[config.mk]
export PLATFORM = sky130hd
export DESIGN_NAME = depth_to_gray_sqrt_normalize_core
export DESIGN_NICKNAME = d
export VERILOG_FILES = /design/src/rtl/dtg_pkg.sv /design/src/rtl/depth_to_gray_sqrt_normalize_core.sv /design/src/rtl/dtg_front.sv /design/src/rtl/dtg_queue.sv /design/src/rtl/dtg_back.sv
export SDC_FILE = /design/constraint.sdc
export NUM_CORES = 1
export LEC_CHECK = 0
export ABC_CLOCK_PERIOD_IN_PS = 20900
export BUFFER_PORTS_ARGS = -buffer_cell sky130_fd_sc_hd__buf_2
export CELL_PAD_IN_SITES_DETAIL_PLACEMENT = 1
export CELL_PAD_IN_SITES_GLOBAL_PLACEMENT = 1
export CORE_UTILIZATION = 56
export DETAILED_ROUTE_END_ITERATION = 10
export PLACE_DENSITY = 0.91
export SLEW_MARGIN = 20
export SYNTH_ARGS = -nofsm -noshare
export SYNTH_HDL_FRONTEND = slang
export SYNTH_SLANG_ARGS = --single-unit
[constraint.sdc]
create_clock -name clk -period 20.9 [get_ports clk]
set_input_delay 0 -clock clk [delete_from_list [all_inputs] [get_ports clk]]
set_output_delay 0 -clock clk [all_outputs]
set_load 0.01 [all_outputs]
[src/rtl/dtg_pkg.sv]
// Package for the depth to gray converter: shared types and constants.
// No dependencies.
`default_nettype none
package dtg_pkg;
  localparam int unsigned DepthW = 16;
  localparam int unsigned GrayW = 8;
  localparam logic [DepthW-1:0] DepthMax = 16'hffff;
  localparam logic [GrayW-1:0] GrayMax = 8'd255;
  localparam logic [15:0] FullScaleSq = 16'd65025;
  localparam int unsigned QueueDepth = 2;

  // Op codes of the input item.
  localparam logic OpMeasure = 1'b0;
  localparam logic OpConvert = 1'b1;

  // One classified convert job passed from front to back.
  typedef struct packed {
    logic              flat;
    logic [DepthW-1:0] diff;
    logic [DepthW-1:0] range;
    logic              last;
  } job_t;

  typedef enum logic [1:0] {
    ST_IDLE,
    ST_DIV,
    ST_SQRT,
    ST_DONE
  } back_state_t;
endpackage
`default_nettype wire

[src/rtl/depth_to_gray_sqrt_normalize_core.sv]
// Top level of the depth to gray converter: front, job queue and back part.
// Depends on dtg_pkg, dtg_front, dtg_queue and dtg_back.
`default_nettype none
// A depth frame is streamed twice. Measure-pass pixels (op = 0) are taken
// every cycle, give no result, and on frame_end latch the frame's minimum
// and range. Convert-pass pixels (op = 1) each give one result,
// gray = 255 - isqrt(65025 * (depth - min) / range), with the difference
// clamped into the range and a zero range giving 255. In the back part a
// convert pixel is loaded, passes through a restoring divider and a square
// root, and is handed off to the output register; a flat frame skips the
// divider and the square root. Each convert transfer writes its job into
// the queue, from which the back part takes it. The two-entry queue lets
// the front keep taking pixels while the back works and a finished result
// waits.
module depth_to_gray_sqrt_normalize_core (
  input  wire logic        clk,
  input  wire logic        rst,
  input  wire logic        in_valid,
  output logic             in_ready,
  input  wire logic        op,
  input  wire logic [15:0] depth,
  input  wire logic        frame_end,
  output logic             out_valid,
  input  wire logic        out_ready,
  output logic [7:0]       gray,
  output logic             last
);
  import dtg_pkg::*;

  job_t f_job, b_job;
  logic f_valid, f_ready, b_valid, b_ready;

  dtg_front u_front (
    .clk, .rst, .in_valid, .in_ready, .op, .depth, .frame_end,
    .job_valid(f_valid), .job_ready(f_ready), .job(f_job)
  );

  dtg_queue u_queue (
    .clk, .rst, .wr_valid(f_valid), .wr_ready(f_ready), .wr_data(f_job),
    .rd_valid(b_valid), .rd_ready(b_ready), .rd_data(b_job)
  );

  dtg_back u_back (
    .clk, .rst, .job_valid(b_valid), .job_ready(b_ready), .job(b_job),
    .out_valid, .out_ready, .gray, .last
  );
endmodule
`default_nettype wire

[src/rtl/dtg_front.sv]
// Front part: takes pixels, tracks min/max in the measure pass, and builds
// clamped convert jobs. Depends on dtg_pkg.
`default_nettype none
module dtg_front (
  input  wire logic          clk,
  input  wire logic          rst,
  input  wire logic          in_valid,
  output logic               in_ready,
  input  wire logic          op,
  input  wire logic [15:0]   depth,
  input  wire logic          frame_end,
  output logic               job_valid,
  input  wire logic          job_ready,
  output dtg_pkg::job_t      job
);
  import dtg_pkg::*;

  logic [DepthW-1:0] running_min, running_max, latched_min, latched_range;
  logic [DepthW-1:0] mn, mx, diff;
  logic take;

  assign in_ready = (op == OpMeasure) ? 1'b1 : job_ready;
  assign take = in_valid && in_ready;
  assign job_valid = in_valid && (op == OpConvert);

  always_comb begin
    mn = (depth < running_min) ? depth : running_min;
    mx = (depth > running_max) ? depth : running_max;
    diff = (depth > latched_min) ? depth - latched_min : '0;
    if (diff > latched_range) diff = latched_range;
    job.flat = (latched_range == '0);
    job.diff = diff;
    job.range = latched_range;
    job.last = frame_end;
  end

  always_ff @(posedge clk) begin
    if (rst) begin
      running_min <= DepthMax;
      running_max <= '0;
      latched_min <= '0;
      latched_range <= '0;
    end else if (take && op == OpMeasure) begin
      if (frame_end) begin
        latched_min <= mn;
        latched_range <= (mx >= mn) ? mx - mn : '0;
        running_min <= DepthMax;
        running_max <= '0;
      end else begin
        running_min <= mn;
        running_max <= mx;
      end
    end
  end
endmodule
`default_nettype wire

[src/rtl/dtg_queue.sv]
// Short job queue between front and back parts. Depends on dtg_pkg.
`default_nettype none
module dtg_queue (
  input  wire logic     clk,
  input  wire logic     rst,
  input  wire logic     wr_valid,
  output logic          wr_ready,
  input  dtg_pkg::job_t wr_data,
  output logic          rd_valid,
  input  wire logic     rd_ready,
  output dtg_pkg::job_t rd_data
);
  import dtg_pkg::*;

  job_t slot [QueueDepth];
  logic wp, rp;
  logic [1:0] count;

  assign wr_ready = (count != 2'(QueueDepth));
  assign rd_valid = (count != '0);
  assign rd_data = slot[rp];

  always_ff @(posedge clk) begin
    if (wr_valid && wr_ready) slot[wp] <= wr_data;
  end

  always_ff @(posedge clk) begin
    if (rst) begin
      wp <= 1'b0;
      rp <= 1'b0;
      count <= '0;
    end else begin
      if (wr_valid && wr_ready) wp <= ~wp;
      if (rd_valid && rd_ready) rp <= ~rp;
      count <= count + 2'(wr_valid && wr_ready) - 2'(rd_valid && rd_ready);
    end
  end
endmodule
`default_nettype wire

[src/rtl/dtg_back.sv]
// Back part: restoring divider then bit-pair square root, one step a cycle,
// with an output register. Depends on dtg_pkg.
`default_nettype none
module dtg_back (
  input  wire logic     clk,
  input  wire logic     rst,
  input  wire logic     job_valid,
  output logic          job_ready,
  input  dtg_pkg::job_t job,
  output logic          out_valid,
  input  wire logic     out_ready,
  output logic [7:0]    gray,
  output logic          last
);
  import dtg_pkg::*;

  back_state_t state, state_next;
  logic [31:0] num;          // dividend shifting out, quotient shifting in
  logic [15:0] rem;
  logic [15:0] den;
  logic [4:0]  step;
  logic [15:0] rad;          // radicand, two bits a step
  logic [7:0]  sq_rem;
  logic [7:0]  root;
  logic        flat, last_q;
  logic [16:0] rem_sh;
  logic [9:0]  trial;
  logic [9:0]  sq_sh;
  logic        free;

  assign free = !out_valid || out_ready;
  assign job_ready = (state == ST_IDLE);
  assign rem_sh = {rem, num[31]};
  assign sq_sh = {sq_rem, rad[15:14]};
  assign trial = {root, 2'b01};

  always_comb begin
    state_next = state;
    case (state)
      ST_IDLE: if (job_valid) state_next = job.flat ? ST_DONE : ST_DIV;
      ST_DIV:  if (step == 5'd31) state_next = ST_SQRT;
      ST_SQRT: if (step == 5'd7) state_next = ST_DONE;
      ST_DONE: if (free) state_next = ST_IDLE;
      default: state_next = ST_IDLE;
    endcase
  end

  always_ff @(posedge clk) begin
    if (rst) state <= ST_IDLE;
    else state <= state_next;
  end

  always_ff @(posedge clk) begin
    case (state)
      ST_IDLE: begin
        num <= 32'(FullScaleSq) * 32'(job.diff);
        den <= job.range;
        rem <= '0;
        step <= '0;
        flat <= job.flat;
        last_q <= job.last;
        sq_rem <= '0;
        root <= '0;
      end
      ST_DIV: begin
        step <= step + 5'd1;
        if (rem_sh >= {1'b0, den}) begin
          rem <= 16'(rem_sh - {1'b0, den});
          num <= {num[30:0], 1'b1};
        end else begin
          rem <= rem_sh[15:0];
          num <= {num[30:0], 1'b0};
        end
        if (step == 5'd31) begin
          step <= '0;
        end
      end
      ST_SQRT: begin
        step <= step + 5'd1;
        rad <= {rad[13:0], 2'b00};
        // The remainder that matters fits eight bits; only the last one is wider.
        if (sq_sh >= trial) begin
          sq_rem <= 8'(sq_sh - trial);
          root <= {root[6:0], 1'b1};
        end else begin
          sq_rem <= sq_sh[7:0];
          root <= {root[6:0], 1'b0};
        end
      end
      default: ;
    endcase
    // The quotient is at most 65025, so its low 16 bits are the radicand.
    if (state == ST_DIV && step == 5'd31) rad <= {num[14:0], (rem_sh >= {1'b0, den})};
  end

  always_ff @(posedge clk) begin
    if (rst) out_valid <= 1'b0;
    else if (state == ST_DONE && free) out_valid <= 1'b1;
    else if (out_ready) out_valid <= 1'b0;
  end

  always_ff @(posedge clk) begin
    if (state == ST_DONE && free) begin
      gray <= flat ? GrayMax : GrayMax - root;
      last <= last_q;
    end
  end
endmodule
`default_nettype wire

* After elaboration in Yosys (flattened, before gate mapping) *
Memory sizes are Yosys's and may differ from the RTL's. A register that Yosys moved wholly into a read port is not among the register bits.
Cells that the tools add are included.

word-level totals
  register bits after elaboration = 183
  memory bits (writable) = 68
  input bits = 22
  output and inout bits = 11
  logic and storage cells = 101
  memories kept = 1

operators by class
  add/subtract/negate cells = 8
  multipliers = 1
  magnitude comparators = 7
  equality and inequality tests = 10
  muxes and demuxes = 32
  bitwise operators = 3
  reductions and logical operators = 19

memories
  name          depth  bits a word  read ports  clocked after memory_dff  write ports  RTL line         source
  u_queue.slot  2      34           1           1                         1            dtg_queue.sv:15  job_t slot [QueueDepth];

operators with widths
  cell                    count
  $mux 16                 10
  $pmux 32 s2             1
  $gt 16x16->1            3
  $sub 16x16->16          3
  $mul 16x16->32 const A  1
  $pmux 16 s2             1
  $pmux 8 s2              2
  $ge 17x16->1            1
  $ge 16x16->1            1
  $logic_not 16->1        1
  $lt 16x16->1            1
  $pmux 5 s3              1
  $ge 10x10->1            1
  $mux 2                  5
  $reduce_bool 2->1       5
  $mux 1                  9
  $mux 8                  1
  $ne 2x1->1 const B      4
  $pmux 2 s4              1
  $sub 8x8->8             1
  $sub 8x8->8 const A     1
  $logic_and 1x1->1       7
  $add 5x1->5 const B     1
  $eq 5x3->1 const B      1
  14 further kinds        17

* Longest topological paths before layout *
  depth after elaboration = 5
  depth in mapped cells = 23
  gate-level depth less buffers = 20

* By module *
From an unflattened synthesis, not the netlist that was laid out.

unflattened totals
  cells, all modules = 1,766
  area, all modules = 18,487.7 um^2

by module, submodules not included
  module     times used  cells an instance  area an instance (um^2)  seq. area each (um^2)
  dtg_back   1           870                9,509.1                  3,423.3
  dtg_front  1           763                6,118.4                  1,281.2
  dtg_queue  1           133                2,860.2                  2,142.1

* Least setup slack after synthesis *
Ideal clock, no wire load.

  path type = register to register
  from = register with a tool-made name
  to = register u_back.num[30] (data pin)
  setup time = 0.269 ns
  arrival = 6.428 ns
  data required time = 20.631 ns
  slack = 14.203 ns
  cell stages (with the launch flop) = 23
  path buffers = 3
  period minus slack after synthesis = 6.697 ns
  cells stage by stage = dfxtp_1 > clkbuf_1 > clkbuf_1 > clkbuf_1 > mux2_2 > fa_1 > inv_1 > fa_1 > inv_1 > fa_1 > inv_1 > fa_1 > inv_1 > ha_1 > ha_1 > ha_1 > a21o_1 > a221o_1 > a31oi_1 > o21bai_1 > a211oi_1 > xor2_1 > o21ai_0

RTL lines
  element                 RTL line        source
  end signal: assignment  dtg_back.sv:56  num <= 32'(FullScaleSq) * 32'(job.diff);
  end signal: assignment  dtg_back.sv:69  num <= {num[30:0], 1'b1};
  end signal: assignment  dtg_back.sv:72  num <= {num[30:0], 1'b0};
  end: declaration        dtg_back.sv:18  logic [31:0] num;

==> impl_metrics.py <==
metrics = {
    "die": {
        "die_w_um": 181.2,
        "io_pins": 33,
        "start_util": 0.5700,
        "die_h_um": 181.2,
        "dieArea_mm2": 0.03284,
        "rows": 65,
        "placeableCoreArea_mm2": 0.03156,
    },
    "global_route": {
        "grt_pass1_vias": 15722,
        "overflow": 0,
        "grt_pass1_wl_um": 87390,
        "antenna_found_initial": 0,
        "grt_max_degree": 53,
        "grt_use_total": 0.3419,
    },
    "logic_synthesis": {
        "synthesis.area_mm2": 0.01799,
        "ys_top_cells_by_area": "edfxtp_1 (30%), ha_1 (15%), dfxtp_1 (8.0%), fa_1 (6.5%), mux2_2 (5.4%)",
        "seq_area_frac_synth": 0.3806,
        "ys_ff_latch": 252,
        "syn_area_per_cell_um2": 10.43,
        "synth_cells": 1724,
        "syn-num-nets": 2015,
        "synth_largest_area_cell": "edfxtp_1",
        "synth_edf_count": 180,
        "synth-async-reset-ratio": 0,
        "synthDistinctLibCells": 78,
        "synth_top_cell_area_share": 0.3005,
        "synth_flop_cell": "edfxtp_1",
        "yosys_warnings": 0,
    },
    "clocking": {
        "cts_buffer_depth": 3,
        "cts_max_level": 1,
        "cts_buffers": 28,
        "cts_tree": "done",
        "worstSkewPairLatency_ps": 570,
        "cts.sinks": 252,
        "post_cts_buffers": 0,
        "cts-root-buf": "clkbuf_16",
        "path_clk_slew_ps": 60,
    },
    "timing": {
        "min_period_ps": 7127,
        "hold_ws_ps": 36.62,
        "max_slew_margin": 0.2924,
        "maxSlewViolCount": 0,
        "finalSetupViolCount": 0,
        "rsz0062_at_grt": "no",
        "finClkSkew_ps": 32.30,
        "fin_crit_sh": 0.3410,
        "fmax_mhz": 140.3,
        "final.setup.tns_ps": 0,
        "hold_viol_final": 0,
        "worst_slew_pin_slew_ps": 1061,
    },
    "worst_setup_path": {
        "path_class": "reg2reg",
        "cp.required_ps": 21160,
        "critPathCaptureType": "flip-flop",
        "reg2regPathDepth": 21,
        "cp.arrival_ps": 7390,
        "start_kind": "flip-flop",
        "worst-path-max-fanout": 35,
    },
    "final_layout": {
        "layout_common_cells": "inv_1 (212), ha_1 (210), edfxtp_1 (180)",
        "syn2layout_area_growth_pct": 9.397,
        "final_nets": 2055,
        "diodes": 0,
        "fin_area_mm2": 0.01968,
        "fillers": 3322,
        "final_layout_size_suffix_gt1_frac": 0.1159,
        "layout_commonest_cell": "inv_1",
    },
    "routing": {
        "dr.pass1.iters": 5,
        "drt_iter0_drc": 904,
        "drc_errors": 0,
        "wirelength_um": 55820,
        "post_drt_wl_per_cell_um": 25.51,
        "num_vias": 14190,
        "via_per_inst": 6.485,
        "ant_nets": 0,
    },
    "placed_design": {
        "portBuffers": 32,
        "gp_congestion": 0.9321,
        "place_hpwl_um": 37680,
        "place_area_mm2": 0.01852,
    },
    "flow_run": {
        "max_cap_violations": 0,
    },
    "worst_hold_path": {
        "hold_path_class": "in2reg",
        "whs_path_depth": 2,
    },
    "status": {
        "run_status": "finished, final reports clean",
    },
}
-- cell usage after synthesis, types with 4 or more instances --
library cell and n:
nor3_1 22, nand2b_1 36, and2_1 10, o211ai_1 9
o31a_1 4, nor4_1 7, xnor2_1 36, a21o_1 35
inv_1 212, edfxtp_1 180, o21a_1 18, a22o_1 33
nand3_1 69, and3_2 6, o21ai_0 83, or2_2 6
ha_1 211, mux2i_1 28, and4_1 4, a211o_1 13
a21oi_1 85, nor2b_1 17, a221oi_1 4, fa_1 58
clkbuf_1 43, a221o_1 5, xor2_1 21, o31ai_1 7
a31oi_1 6, and3_1 16, o21bai_1 7, o32ai_1 16
nand4_1 11, a211oi_1 18, a211o_2 7, nor2_1 89
mux2_2 87, nand2_1 70, dfxtp_1 72, o22ai_1 5
-- layout make-up --
cell class,instances,area [µm²],share of cell area
Tap cell,402,503.0,0.02556
Clock inverter,11,111.4,0.005659
Clock buffer,41,842.1,0.04279
Inverter,214,803.3,0.04082
Multi-Input combinational cell,1205,10130,0.5147
Timing Repair Buffer,63,442.9,0.02251
Sequential cell,252,6847,0.3479
-- kinds of logic after synthesis --
logic type,synth area share
compound gates,0.1467
xor+xnor,0.02775
fa+ha+maj,0.2113
buf+inv,0.05773
flops,0.3806
mux,0.07005
simple gates,0.1058
-- flip-flops by register name (all words and copies together) (netlist names), named ones only --
register	flops
u_queue.slot	68
u_back.num	32
u_back.den	16
u_back.rad	16
u_back.rem	16
u_front.latched_min	16
u_front.latched_range	16
u_front.running_max	16
u_front.running_min	16
u_back.gray	8
u_back.root	8
u_back.sq_rem	8
u_back.step	5
u_back.state	2
u_queue.count	2
u_back.flat	1
u_back.last	1
u_back.last_q	1
u_back.out_valid	1
u_queue.rp	1
u_queue.wp	1
-- critical path, cell delays in order (launching register included) --
cell,delay [ps]
dfxtp_1,310
buf_4,410
mux2i_1,460
inv_1,220
fa_1,620
inv_1,180
fa_1,570
inv_1,70
fa_1,580
inv_1,70
fa_1,550
inv_1,50
ha_1,310
ha_1,360
ha_1,420
a21o_1,230
a221o_1,420
a31oi_1,250
o21bai_1,110
a211oi_1,280
xor2_1,210
o21ai_0,130
-- per-stage QoR --
step	cells	setup WS (ps)	util
after floorplan	1724	14200	-
after global placement	2116	14580	0.5867
after detailed placement	2116	14120	0.5868
after CTS	2188	13810	0.6234
after global routing	2188	13560	0.6236
final	2188	13770	0.6236
-- path summary, 6_finish.rpt --
path                       from               end  slack (ps)
hold / removal              rst  u_queue.count[0]          40
setup reg to reg      flip-flop    u_back.num[30]       13770
setup / recovery      flip-flop    u_back.num[30]       13770
hold reg to reg   u_back.last_q       u_back.last         460
-- metal layers --
| layer | vias up | GRT usage | wire length (µm) |
|---|---|---|---|
| met3 | 247 | 0.04475 | 2744 |
| met2 | 557 | 0.6086 | 27830 |
| met4 | 0 | 0.2075 | 3682 |
| li1 | 6325 | - | - |
| met1 | 7061 | 0.3904 | 21560 |
| met5 | - | 0 | 0 |
-- repair_timing --
action	CTS	global route
hold buffers	20	0
hold endpoints to repair	52	0
gates resized for setup	0	0
Power is left out: the tool's default activity adds up to more than one toggle a clock period on the data nets, which glitch-free logic cannot reach.
